[src/rtl/ilwc_pkg.sv]
// Shared types, constants and deflate code tables for the LZ77 window copy block.
// Used by every module of the block; depends on nothing else.
`default_nettype none

package ilwc_pkg;

  localparam int unsigned WindowBytes    = 32768;
  localparam int unsigned BytesPerResult = 8;
  localparam int unsigned QueueDepth     = 2;

  localparam int unsigned SymW   = 9;
  localparam int unsigned LenW   = 9;
  localparam int unsigned DistW  = 16;
  localparam int unsigned DataW  = 64;
  localparam int unsigned CountW = 4;

  localparam logic [SymW-1:0] EndSymbol      = 9'd256;
  localparam logic [SymW-1:0] FirstLenSymbol = 9'd257;
  localparam logic [SymW-1:0] LastLenSymbol  = 9'd285;
  localparam logic [4:0]      DistCodes      = 5'd30;
  localparam logic [7:0]      ByteMask       = 8'hff;

  typedef enum logic [1:0] {
    OpLit  = 2'd0,
    OpEob  = 2'd1,
    OpCopy = 2'd2
  } op_e;

  typedef struct packed {
    op_e             op;
    logic [7:0]      lit;
    logic [LenW-1:0] len;
    logic [DistW-1:0] distance;
  } q_entry_t;

  function automatic logic [LenW-1:0] len_base(input logic [4:0] code);
    logic [LenW-1:0] b;
    unique case (code)
      5'd0:  b = 9'd3;
      5'd1:  b = 9'd4;
      5'd2:  b = 9'd5;
      5'd3:  b = 9'd6;
      5'd4:  b = 9'd7;
      5'd5:  b = 9'd8;
      5'd6:  b = 9'd9;
      5'd7:  b = 9'd10;
      5'd8:  b = 9'd11;
      5'd9:  b = 9'd13;
      5'd10: b = 9'd15;
      5'd11: b = 9'd17;
      5'd12: b = 9'd19;
      5'd13: b = 9'd23;
      5'd14: b = 9'd27;
      5'd15: b = 9'd31;
      5'd16: b = 9'd35;
      5'd17: b = 9'd43;
      5'd18: b = 9'd51;
      5'd19: b = 9'd59;
      5'd20: b = 9'd67;
      5'd21: b = 9'd83;
      5'd22: b = 9'd99;
      5'd23: b = 9'd115;
      5'd24: b = 9'd131;
      5'd25: b = 9'd163;
      5'd26: b = 9'd195;
      5'd27: b = 9'd227;
      5'd28: b = 9'd258;
      default: b = '0;
    endcase
    return b;
  endfunction

  function automatic logic [2:0] len_bits(input logic [4:0] code);
    logic [4:0] t;
    t = code - 5'd4;
    if (code < 5'd8 || code == 5'd28) begin
      return 3'd0;
    end
    return t[4:2];
  endfunction

  function automatic logic [DistW-1:0] dist_base(input logic [4:0] code);
    logic [DistW-1:0] b;
    unique case (code)
      5'd0:  b = 16'd1;
      5'd1:  b = 16'd2;
      5'd2:  b = 16'd3;
      5'd3:  b = 16'd4;
      5'd4:  b = 16'd5;
      5'd5:  b = 16'd7;
      5'd6:  b = 16'd9;
      5'd7:  b = 16'd13;
      5'd8:  b = 16'd17;
      5'd9:  b = 16'd25;
      5'd10: b = 16'd33;
      5'd11: b = 16'd49;
      5'd12: b = 16'd65;
      5'd13: b = 16'd97;
      5'd14: b = 16'd129;
      5'd15: b = 16'd193;
      5'd16: b = 16'd257;
      5'd17: b = 16'd385;
      5'd18: b = 16'd513;
      5'd19: b = 16'd769;
      5'd20: b = 16'd1025;
      5'd21: b = 16'd1537;
      5'd22: b = 16'd2049;
      5'd23: b = 16'd3073;
      5'd24: b = 16'd4097;
      5'd25: b = 16'd6145;
      5'd26: b = 16'd8193;
      5'd27: b = 16'd12289;
      5'd28: b = 16'd16385;
      5'd29: b = 16'd24577;
      default: b = '0;
    endcase
    return b;
  endfunction

  function automatic logic [3:0] dist_bits(input logic [4:0] code);
    logic [4:0] t;
    t = code - 5'd2;
    if (code < 5'd4) begin
      return 4'd0;
    end
    return t[4:1];
  endfunction

endpackage

`default_nettype wire

[src/rtl/ilwc_front.sv]
// Front end: accepts symbol words, drops invalid codes and decodes lengths and distances.
// Depends on ilwc_pkg for the code tables and the queue entry type.
`default_nettype none

module ilwc_front (
  input  wire logic                        in_valid_i,
  output logic                             in_ready_o,
  input  wire logic [ilwc_pkg::SymW-1:0]   symbol_i,
  input  wire logic [4:0]                  length_extra_i,
  input  wire logic [4:0]                  dist_code_i,
  input  wire logic [12:0]                 dist_extra_i,
  input  wire logic                        q_full_i,
  output logic                             q_push_o,
  output ilwc_pkg::q_entry_t               q_entry_o
);
  import ilwc_pkg::*;

  logic [SymW-1:0]  lcode_full;
  logic [4:0]       lcode;
  logic [2:0]       lnb;
  logic [3:0]       dnb;
  logic [5:0]       lmask;
  logic [13:0]      dmask;
  logic             is_lit;
  logic             is_eob;
  logic             len_ok;
  logic             dist_ok;

  assign lcode_full = symbol_i - FirstLenSymbol;
  assign lcode      = lcode_full[4:0];
  assign lnb        = len_bits(lcode);
  assign dnb        = dist_bits(dist_code_i);
  assign lmask      = (6'd1 << lnb) - 6'd1;
  assign dmask      = (14'd1 << dnb) - 14'd1;

  assign is_lit  = (symbol_i < EndSymbol);
  assign is_eob  = (symbol_i == EndSymbol);
  assign len_ok  = (symbol_i >= FirstLenSymbol) && (symbol_i <= LastLenSymbol);
  assign dist_ok = (dist_code_i < DistCodes);

  always_comb begin
    q_entry_o.lit      = symbol_i[7:0] & ByteMask;
    q_entry_o.len      = len_base(lcode) + LenW'(length_extra_i & lmask[4:0]);
    q_entry_o.distance = dist_base(dist_code_i) + DistW'(dist_extra_i & dmask[12:0]);
    if (is_lit) begin
      q_entry_o.op = OpLit;
    end else if (is_eob) begin
      q_entry_o.op = OpEob;
    end else begin
      q_entry_o.op = OpCopy;
    end
  end

  assign in_ready_o = ~q_full_i;
  assign q_push_o   = in_valid_i && !q_full_i && (is_lit || is_eob || (len_ok && dist_ok));

endmodule

`default_nettype wire

[config.mk]
export PLATFORM = sky130hd
export DESIGN_NAME = ilwc_front
export DESIGN_NICKNAME = d
export VERILOG_FILES = /design/src/rtl/ilwc_pkg.sv /design/src/rtl/ilwc_front.sv
export SDC_FILE = /design/constraint.sdc
export NUM_CORES = 1
export LEC_CHECK = 0
export BUFFER_PORTS_ARGS = -buffer_cell sky130_fd_sc_hd__clkbuf_2
export CAP_MARGIN = 10
export CORE_ASPECT_RATIO = 1.2
export CORE_UTILIZATION = 41
export DETAILED_ROUTE_END_ITERATION = 10
export PLACE_DENSITY = 0.66
export SETUP_SLACK_MARGIN = 0.1
export SLEW_MARGIN = 15
export SYNTH_ARGS = -nofsm -noshare
export SYNTH_HDL_FRONTEND = slang
export SYNTH_SLANG_ARGS = --single-unit
[constraint.sdc]
create_clock -name vclk -period 8.8
set_input_delay 0.88 -clock vclk [all_inputs]
set_output_delay 0.88 -clock vclk [all_outputs]
set_load 0.01 [all_outputs]
==> flow_summary.yaml <==
run:
  drv_cap: 0
setup_path:
  crit_path_cell_trace: "clkbuf_2 -> inv_1 -> ha_1 -> xor2_1 -> inv_2 -> ha_1 -> xor2_1 -> xnor2_1 -> nand3_1 -> and2_1 -> ha_1 -> nor2b_1 -> ha_1 -> a211oi_1 -> o21bai_1 -> a21oi_1 -> nor3b_1 -> xnor2_1 -> nor2_1 -> clkbuf_2"
  cpMostUsedCell: "ha_1"
  critical_path_class: "input pin to primary output"
  worst-path-max-fanout: 12
  crit_arrival_ns: 5.52
  end_kind: "primary output"
  cpPeakStageDelay_ns: 0.72
  startpoint_type: "input pin"
  critPathRequiredTime_ns: 7.92
  cp_slowest_cell: "xor2_1"
yosys:
  yosys.area.top_type: "ha_1"
  synth_area_mm2: 0.002305
  yosysWarnings: 0
  synth_top_area_frac: 0.1846
  synthTopCellsByArea: "ha_1, xnor2_1, a21oi_1"
  synth_nets: 412
  synth_top_family_by_area: "simple AND/OR/NAND/NOR gates"
  muxShareOfSynthArea: 0.03149
  synth.distinct_cells: 56
  synth-xor-area-share: 0.1173
  synth.avg_cell_area_um2: 6.739
  synth_fa_ha_area_frac: 0.2020
  synthSimpleGateAreaFrac: 0.2975
  synth_compound_area_frac: 0.2704
  yosysSeqAreaShare: 0
  postSynthCellCount: 342
cells_and_area:
  multi_input_area_mm2: 0.002117
  final_layout_size_suffix_gt1_frac: 0.2097
  regArea_um2: 0
  area_growth_pct: 13.25
  diodes: 0
  n_fill_cell: 586
  most-common-layout-cells: "clkbuf_2, nor2_1, ha_1, nand2_1, a21oi_1"
  final_common_cell: "clkbuf_2"
  fin_nets: 463
  design.seq.count: 0
  final.clkbuf_count: 0
sta:
  tightest_slew_ns: 0.8516
  setup_viol: 0
  period_share: 0.7274
  slew_viol_final: 0
  max_freq_mhz: 156.2
  timing_hold_violations_final: 0
  rsz0062_at_grt: "no"
  slew_headroom: 0.4304
  setup_tns_ns: 0
  period_minus_slack_ns: 6.401
global_routing:
  grt_pass1_vias: 2416
  grt_pass1_wl_mm: 10.60
  grt-ovfl-total: 0
  grt_max_degree: 26
  grt_antenna_before_repair: 0
  grt_use_total: 0.2064
drt:
  avgViaCountPerCell: 5.706
  wl_mm: 6.077
  drtPass1Iterations: 4
  routedWlPerCell_um: 13.42
  drt_iter0_drc: 147
  vias: 2585
  ant_nets: 0
  route.detailed.drc: 0
power:
  p_leak_nw: 1.289
  total_power_mw: 0.2019
  p_per_area_mw_per_mm2: 77.35
  peakVddDrop_mv: 0.05826
place:
  port_buffers: 71
  dp_hpwl_mm: 4.966
  gp_congestion: 0.8624
run_status:
  status: "finished, final reports clean"
clocking:
  postCtsHoldBufs: 0
  cts_setup_buffers: 0
  cts_resized: 0
floorplan:
  num_io_pins: 71
  start_util: 0.4321
  die-area_mm2: 0.005926
  die_height_um: 84.13
  core_area_mm2: 0.005334
  die_width_um: 70.44
  rows: 29
worst_hold_path:
  worstHoldPathType: "input pin to primary output"
  holdPathStages: 2
-- power breakdown --
group | internal (mW) | switching (mW)
Sequential | 0 | 0
Combinational | 0.0849 | 0.117
Clock | 0 | 0
Total | 0.0849 | 0.117
-- path summary, 6_finish.rpt --
kind	startpoint	to
max	symbol_i[0]	q_entry_o[23]
min	symbol_i[5]	q_entry_o[30]
-- cell type report --
class | instances | area share
timing repair buffer | 71 | 0.1361
multi-input combinational | 304 | 0.8111
inverter | 16 | 0.02301
tap | 62 | 0.02972
-- synthesized netlist by cell type, drive strengths merged (4+ instances only) --
library cell / n
nand3: 10
o21ai: 20
a211oi: 7
xnor2: 20
a21o: 6
a21oi: 30
buf: 14
inv: 16
and2: 8
nor2b: 8
nand4: 4
o211ai: 7
xor2: 10
mux2i: 5
nand2b: 12
nand2: 30
nor3: 12
clkbuf: 8
and3: 6
nor2: 37
ha: 34
-- cells by family (layout without fill, tap and decap cells) --
family | Yosys count | in the layout
compound gates | 95 | 95
mux | 7 | 7
fa+ha+maj | 36 | 36
xor+xnor | 30 | 30
buf+inv | 38 | 87
simple gates | 136 | 136
-- critical path: cells and delay by family --
family | cells | cell delay [ns]
AOI/OAI and AO/OA | 3 | 0.57
and+or+nand+nor | 5 | 0.72
buffers and inverters | 4 | 0.80
xor gates and xnor gates | 4 | 1.40
adders and majority gates | 4 | 1.14
-- routing by layer --
metal / GRT usage / share of wire
met4: 0.03818 / 0.013
met1: 0.2810 / 0.47
met3: 0.01321 / 0.035
met5: 0 / 0
met2: 0.3576 / 0.48
-- through the flow --
stage	setup WS, ns	std cells	hold slack (ns)	util	cell area, µm²
after floorplan	3.406	342	1.811	-	2305
after global placement	2.524	453	1.963	0.4893	2610
after detailed placement	2.423	453	1.967	0.4893	2610
after CTS	2.387	453	1.967	0.4893	2610
after global routing	1.785	453	1.967	0.4893	2610
final	2.399	453	1.964	0.4893	2610
Power figures use the tool's default switching activity.
