[src/rtl/ilwc_pkg.sv]
// Shared types, constants and deflate code tables for the LZ77 window copy block.
// Used by every module of the block; depends on nothing else.
`default_nettype none

package ilwc_pkg;

  localparam int unsigned WindowBytes    = 32768;
  localparam int unsigned BytesPerResult = 8;
  localparam int unsigned QueueDepth     = 2;

  localparam int unsigned SymW   = 9;
  localparam int unsigned LenW   = 9;
  localparam int unsigned DistW  = 16;
  localparam int unsigned DataW  = 64;
  localparam int unsigned CountW = 4;

  localparam logic [SymW-1:0] EndSymbol      = 9'd256;
  localparam logic [SymW-1:0] FirstLenSymbol = 9'd257;
  localparam logic [SymW-1:0] LastLenSymbol  = 9'd285;
  localparam logic [4:0]      DistCodes      = 5'd30;
  localparam logic [7:0]      ByteMask       = 8'hff;

  typedef enum logic [1:0] {
    OpLit  = 2'd0,
    OpEob  = 2'd1,
    OpCopy = 2'd2
  } op_e;

  typedef struct packed {
    op_e             op;
    logic [7:0]      lit;
    logic [LenW-1:0] len;
    logic [DistW-1:0] distance;
  } q_entry_t;

  function automatic logic [LenW-1:0] len_base(input logic [4:0] code);
    logic [LenW-1:0] b;
    unique case (code)
      5'd0:  b = 9'd3;
      5'd1:  b = 9'd4;
      5'd2:  b = 9'd5;
      5'd3:  b = 9'd6;
      5'd4:  b = 9'd7;
      5'd5:  b = 9'd8;
      5'd6:  b = 9'd9;
      5'd7:  b = 9'd10;
      5'd8:  b = 9'd11;
      5'd9:  b = 9'd13;
      5'd10: b = 9'd15;
      5'd11: b = 9'd17;
      5'd12: b = 9'd19;
      5'd13: b = 9'd23;
      5'd14: b = 9'd27;
      5'd15: b = 9'd31;
      5'd16: b = 9'd35;
      5'd17: b = 9'd43;
      5'd18: b = 9'd51;
      5'd19: b = 9'd59;
      5'd20: b = 9'd67;
      5'd21: b = 9'd83;
      5'd22: b = 9'd99;
      5'd23: b = 9'd115;
      5'd24: b = 9'd131;
      5'd25: b = 9'd163;
      5'd26: b = 9'd195;
      5'd27: b = 9'd227;
      5'd28: b = 9'd258;
      default: b = '0;
    endcase
    return b;
  endfunction

  function automatic logic [2:0] len_bits(input logic [4:0] code);
    logic [4:0] t;
    t = code - 5'd4;
    if (code < 5'd8 || code == 5'd28) begin
      return 3'd0;
    end
    return t[4:2];
  endfunction

  function automatic logic [DistW-1:0] dist_base(input logic [4:0] code);
    logic [DistW-1:0] b;
    unique case (code)
      5'd0:  b = 16'd1;
      5'd1:  b = 16'd2;
      5'd2:  b = 16'd3;
      5'd3:  b = 16'd4;
      5'd4:  b = 16'd5;
      5'd5:  b = 16'd7;
      5'd6:  b = 16'd9;
      5'd7:  b = 16'd13;
      5'd8:  b = 16'd17;
      5'd9:  b = 16'd25;
      5'd10: b = 16'd33;
      5'd11: b = 16'd49;
      5'd12: b = 16'd65;
      5'd13: b = 16'd97;
      5'd14: b = 16'd129;
      5'd15: b = 16'd193;
      5'd16: b = 16'd257;
      5'd17: b = 16'd385;
      5'd18: b = 16'd513;
      5'd19: b = 16'd769;
      5'd20: b = 16'd1025;
      5'd21: b = 16'd1537;
      5'd22: b = 16'd2049;
      5'd23: b = 16'd3073;
      5'd24: b = 16'd4097;
      5'd25: b = 16'd6145;
      5'd26: b = 16'd8193;
      5'd27: b = 16'd12289;
      5'd28: b = 16'd16385;
      5'd29: b = 16'd24577;
      default: b = '0;
    endcase
    return b;
  endfunction

  function automatic logic [3:0] dist_bits(input logic [4:0] code);
    logic [4:0] t;
    t = code - 5'd2;
    if (code < 5'd4) begin
      return 4'd0;
    end
    return t[4:1];
  endfunction

endpackage

`default_nettype wire

[src/rtl/ilwc_queue.sv]
// Short queue of decoded commands between the front end and the copy engine.
// Depends on ilwc_pkg for the entry type and the queue depth.
`default_nettype none

module ilwc_queue (
  input  wire logic                 clk_i,
  input  wire logic                 rst_ni,
  input  wire logic                 push_i,
  input  wire ilwc_pkg::q_entry_t   entry_i,
  output logic                      full_o,
  input  wire logic                 pop_i,
  output logic                      empty_o,
  output ilwc_pkg::q_entry_t        entry_o
);
  import ilwc_pkg::*;

  localparam int unsigned PtrW = (QueueDepth > 1) ? $clog2(QueueDepth) : 1;
  localparam int unsigned CntW = $clog2(QueueDepth + 1);

  q_entry_t        slot_q [QueueDepth];
  logic [PtrW-1:0] wr_ptr_q, wr_ptr_d;
  logic [PtrW-1:0] rd_ptr_q, rd_ptr_d;
  logic [CntW-1:0] cnt_q, cnt_d;
  logic            do_push;
  logic            do_pop;

  assign full_o  = (cnt_q == CntW'(QueueDepth));
  assign empty_o = (cnt_q == '0);
  assign entry_o = slot_q[rd_ptr_q];
  assign do_push = push_i && !full_o;
  assign do_pop  = pop_i && !empty_o;

  always_comb begin
    wr_ptr_d = wr_ptr_q;
    rd_ptr_d = rd_ptr_q;
    cnt_d    = cnt_q;
    if (do_push) begin
      wr_ptr_d = (wr_ptr_q == PtrW'(QueueDepth - 1)) ? '0 : wr_ptr_q + 1'b1;
    end
    if (do_pop) begin
      rd_ptr_d = (rd_ptr_q == PtrW'(QueueDepth - 1)) ? '0 : rd_ptr_q + 1'b1;
    end
    if (do_push && !do_pop) begin
      cnt_d = cnt_q + 1'b1;
    end else if (do_pop && !do_push) begin
      cnt_d = cnt_q - 1'b1;
    end
  end

  always_ff @(posedge clk_i or negedge rst_ni) begin
    if (!rst_ni) begin
      wr_ptr_q <= '0;
      rd_ptr_q <= '0;
      cnt_q    <= '0;
    end else begin
      wr_ptr_q <= wr_ptr_d;
      rd_ptr_q <= rd_ptr_d;
      cnt_q    <= cnt_d;
    end
  end

  always_ff @(posedge clk_i) begin
    if (do_push) begin
      slot_q[wr_ptr_q] <= entry_i;
    end
  end

endmodule

`default_nettype wire

[config.mk]
export PLATFORM = sky130hd
export DESIGN_NAME = ilwc_queue
export DESIGN_NICKNAME = d
export VERILOG_FILES = /design/src/rtl/ilwc_pkg.sv /design/src/rtl/ilwc_queue.sv
export SDC_FILE = /design/constraint.sdc
export NUM_CORES = 1
export LEC_CHECK = 0
export ABC_AREA = 1
export CAP_MARGIN = 20
export CORE_MARGIN = 3
export CORE_UTILIZATION = 55
export DETAILED_ROUTE_END_ITERATION = 8
export DONT_BUFFER_PORTS = 1
export PLACE_DENSITY = 0.7
export SYNTH_ARGS = -nofsm -noshare
export SYNTH_HDL_FRONTEND = slang
export SYNTH_SLANG_ARGS = --single-unit
[constraint.sdc]
create_clock -name clk_i -period 6.8 [get_ports clk_i]
set_clock_uncertainty 0.2 [all_clocks]
set_input_delay 0.34 -clock clk_i [delete_from_list [all_inputs] [get_ports clk_i]]
set_output_delay 0.34 -clock clk_i [all_outputs]
set_load 0.03 [all_outputs]
==> results.cfg <==
[critical_path]
r2r-start = cnt_q[1]
r2r_slack_ns = 4.49
worstSetupStartpoint = cnt_q[1]
cp-start-kind = register
crit_end = slot_q[0][5]
critPathCaptureType = register
r2r_end = slot_q[0][5]
critPathKind = reg -> reg
worstRegToRegCells = 6
worstPathArrival_ns = 2.13
crit_path_max_fanout = 18
required_ns = 6.62

[cts]
clockRootBuffer = clkbuf_8
clock_latency_ns = 0.33
clk_pin_slew_ns = 0.06
clock_path_buffers = 2
cts_tree = done
cts_setup_buffers = 0
cts_buffers = 9
cts.sinks = 74
htree_num_levels = 3

[timing]
slew_headroom = 0.342
rsz0062_at_grt = no
period_needed_ns = 2.31
worst_pin_slew_ns = 0.985
timing.final.crit_share = 0.340
hold_violations = 0
slew_viol_final = 0
finalSetupTns_ns = 0
finalSetupViolations = 0
fmax_mhz = 433

[power]
powerDensity_mw_per_mm2 = 442
p_sw_frac = 0.433
pwr-share-comb = 0.378
max-vdd-ir-drop_mv = 0.336
clock_power_share = 0.181
p_switching_uw = 643
p_seq_frac = 0.441
internal-power_uw = 842
leakage_nw = 1.34

[die]
die-height_um = 77.1
dieArea_mm2 = 0.00594
die_w_um = 77.1
ioPinCount = 76
coreArea_mm2 = 0.00482
rows = 25
start_util = 0.577

[synth]
syn_area_per_cell_um2 = 13.0
seq_area_frac_synth = 0.792
post-synth-top-count-cell = nand2_1
synthTopCellsByArea = edfxtp_1 (76%), nand2_1 (15%), dfrtp_1 (3.6%)
synth_area_mm2 = 0.00278
yosysTopAreaCell = edfxtp_1
syn_inst = 214
syn_nets = 254
ys.flop_type = edfxtp_1
synth_common_cells = nand2_1 (114), edfxtp_1 (70), inv_1 (7)
synth_top_area_share = 0.756
synth_seq_cells = 74
synth_cell_type_count = 15
synth_edf_count = 70
synthArstFlopShare = 0.0541
yosysWarnings = 0

[job]
maxCapViolCount = 0

[finish]
nNetsFinal = 297
layoutNonFillerInstCount = 328
drive_gt1_frac = 0.0651
final_util = 0.698
area_growth_syn_to_layout_pct = 20.9
diodes = 0

[grt]
grt_pass1_wl_mm = 8.00
grt_max_degree = 38
grt_overflow_total = 0
grt_usage = 0.181
grt_pass1_vias = 1711
antenna_found_initial = 0

[routing]
postRouteAntennaNets = 0
first_pass_iters = 4
via_per_inst = 5.09
drc = 0
avgRoutedWirePerCell_um = 15.1
wl_mm = 4.96
drt_iter0_markers = 82
vias = 1669

[place]
dp.cells = 276
hpwl_mm = 2.87
io_buffers = 0
gp_congestion = 0.718

[outcome]
status = finished, final reports clean

[hold_path]
hold_path_class = in -> reg
==> through the flow <==
step | setup slack [ns] | total power, mW | area [µm²] | hold WS (ns)
after floorplan | 4.11 | 1.14 | 2780 | -0.156
after global placement | 4.61 | 1.19 | 2840 | -0.155
after detailed placement | 4.49 | 1.21 | 2840 | -0.155
after CTS | 4.49 | 1.50 | 3360 | 0.0304
after global routing | 4.37 | 1.57 | 3360 | 0.0677
final | 4.49 | 1.48 | 3360 | 0.0482
==> worst min path at each step <==
stage / start / end / cells past startpoint
after floorplan: rst_ni / cnt_q[0] / 0
after global placement: rst_ni / cnt_q[0] / 0
after detailed placement: rst_ni / cnt_q[1] / 0
after CTS: pop_i / rd_ptr_q / 3
after global routing: push_i / wr_ptr_q / 4
final: pop_i / rd_ptr_q / 3
==> cells in the final DEF, fill, tap and decap left out <==
cell           count
nor2_4             1
edfxtp_1          70
clkinvlp_4         1
inv_1              7
nand4_1            1
nand3b_1           1
buf_4              2
clkinv_2           1
nand2_1          114
clkbuf_8           9
o21ai_0            2
dlygate4sd3_1     37
dfrtp_1            4
clkinv_1           2
nand3_1            1
clkbuf_1           2
xnor2_1            1
nor2_1             1
inv_4              1
nor2_2             2
ha_1               1
==> critical path, cell delays in order, from the launching register on <==
cell and delay, ns:
dfrtp_1 0.42, inv_1 0.12, nor2_2 0.11, nor2_2 0.15, nand2_1 0.08, inv_1 0.53
buf_4 0.38
==> power by group through the flow <==
stage	clock, mW	combinational (mW)	sequential [mW]
final	0.268	0.561	0.655
after global routing	0.295	0.611	0.664
after CTS	0.276	0.569	0.653
after detailed placement	0	0.548	0.663
after global placement	0	0.530	0.658
after floorplan	0	0.481	0.659
==> repair_timing <==
action / in CTS / in global routing
gates resized for setup: 0 / 0
endpoints found under the setup margin: 0 / 0
hold buffers: 37 / 0
hold endpoints to repair: 75 / 0
==> metal layers <==
| metal | routed length, µm | part of all wire | vias up | GRT usage |
|---|---|---|---|---|
| met5 | 0 | 0 | - | 0 |
| met4 | 132 | 0.027 | 0 | 0.0979 |
| met3 | 326 | 0.066 | 13 | 0.0646 |
| met2 | 2570 | 0.52 | 60 | 0.315 |
| met1 | 1930 | 0.39 | 799 | 0.191 |
| li1 | - | - | 797 | - |
==> area by class of cell <==
type                    instances  area [µm²]
flip-flops and latches         74        2200
fillers                       353        1460
well taps                      67        83.8
inverters                       8        32.5
clock buffers                  11         131
multi-input cells             125         505
clock inverters                 4        20.0
repair buffers                 39         385
==> registers in the layout, indices dropped and copies added (netlist names) <==
signal,count
slot_q,70
cnt_q,2
rd_ptr_q,1
wr_ptr_q,1
==> logic make-up (layout without fill, tap and decap cells) <==
group,after synthesis,in the layout,share of synthesized area
AO/OA/AOI/OAI,2,2,0.00360
XOR/XNOR,1,1,0.00315
adder cells (fa/ha/maj),1,1,0.00450
buffers and inverters,15,62,0.0288
flip-flops,74,74,0.792
AND/OR/NAND/NOR,121,121,0.168
Note: power is estimated with default switching activity, not from simulation.
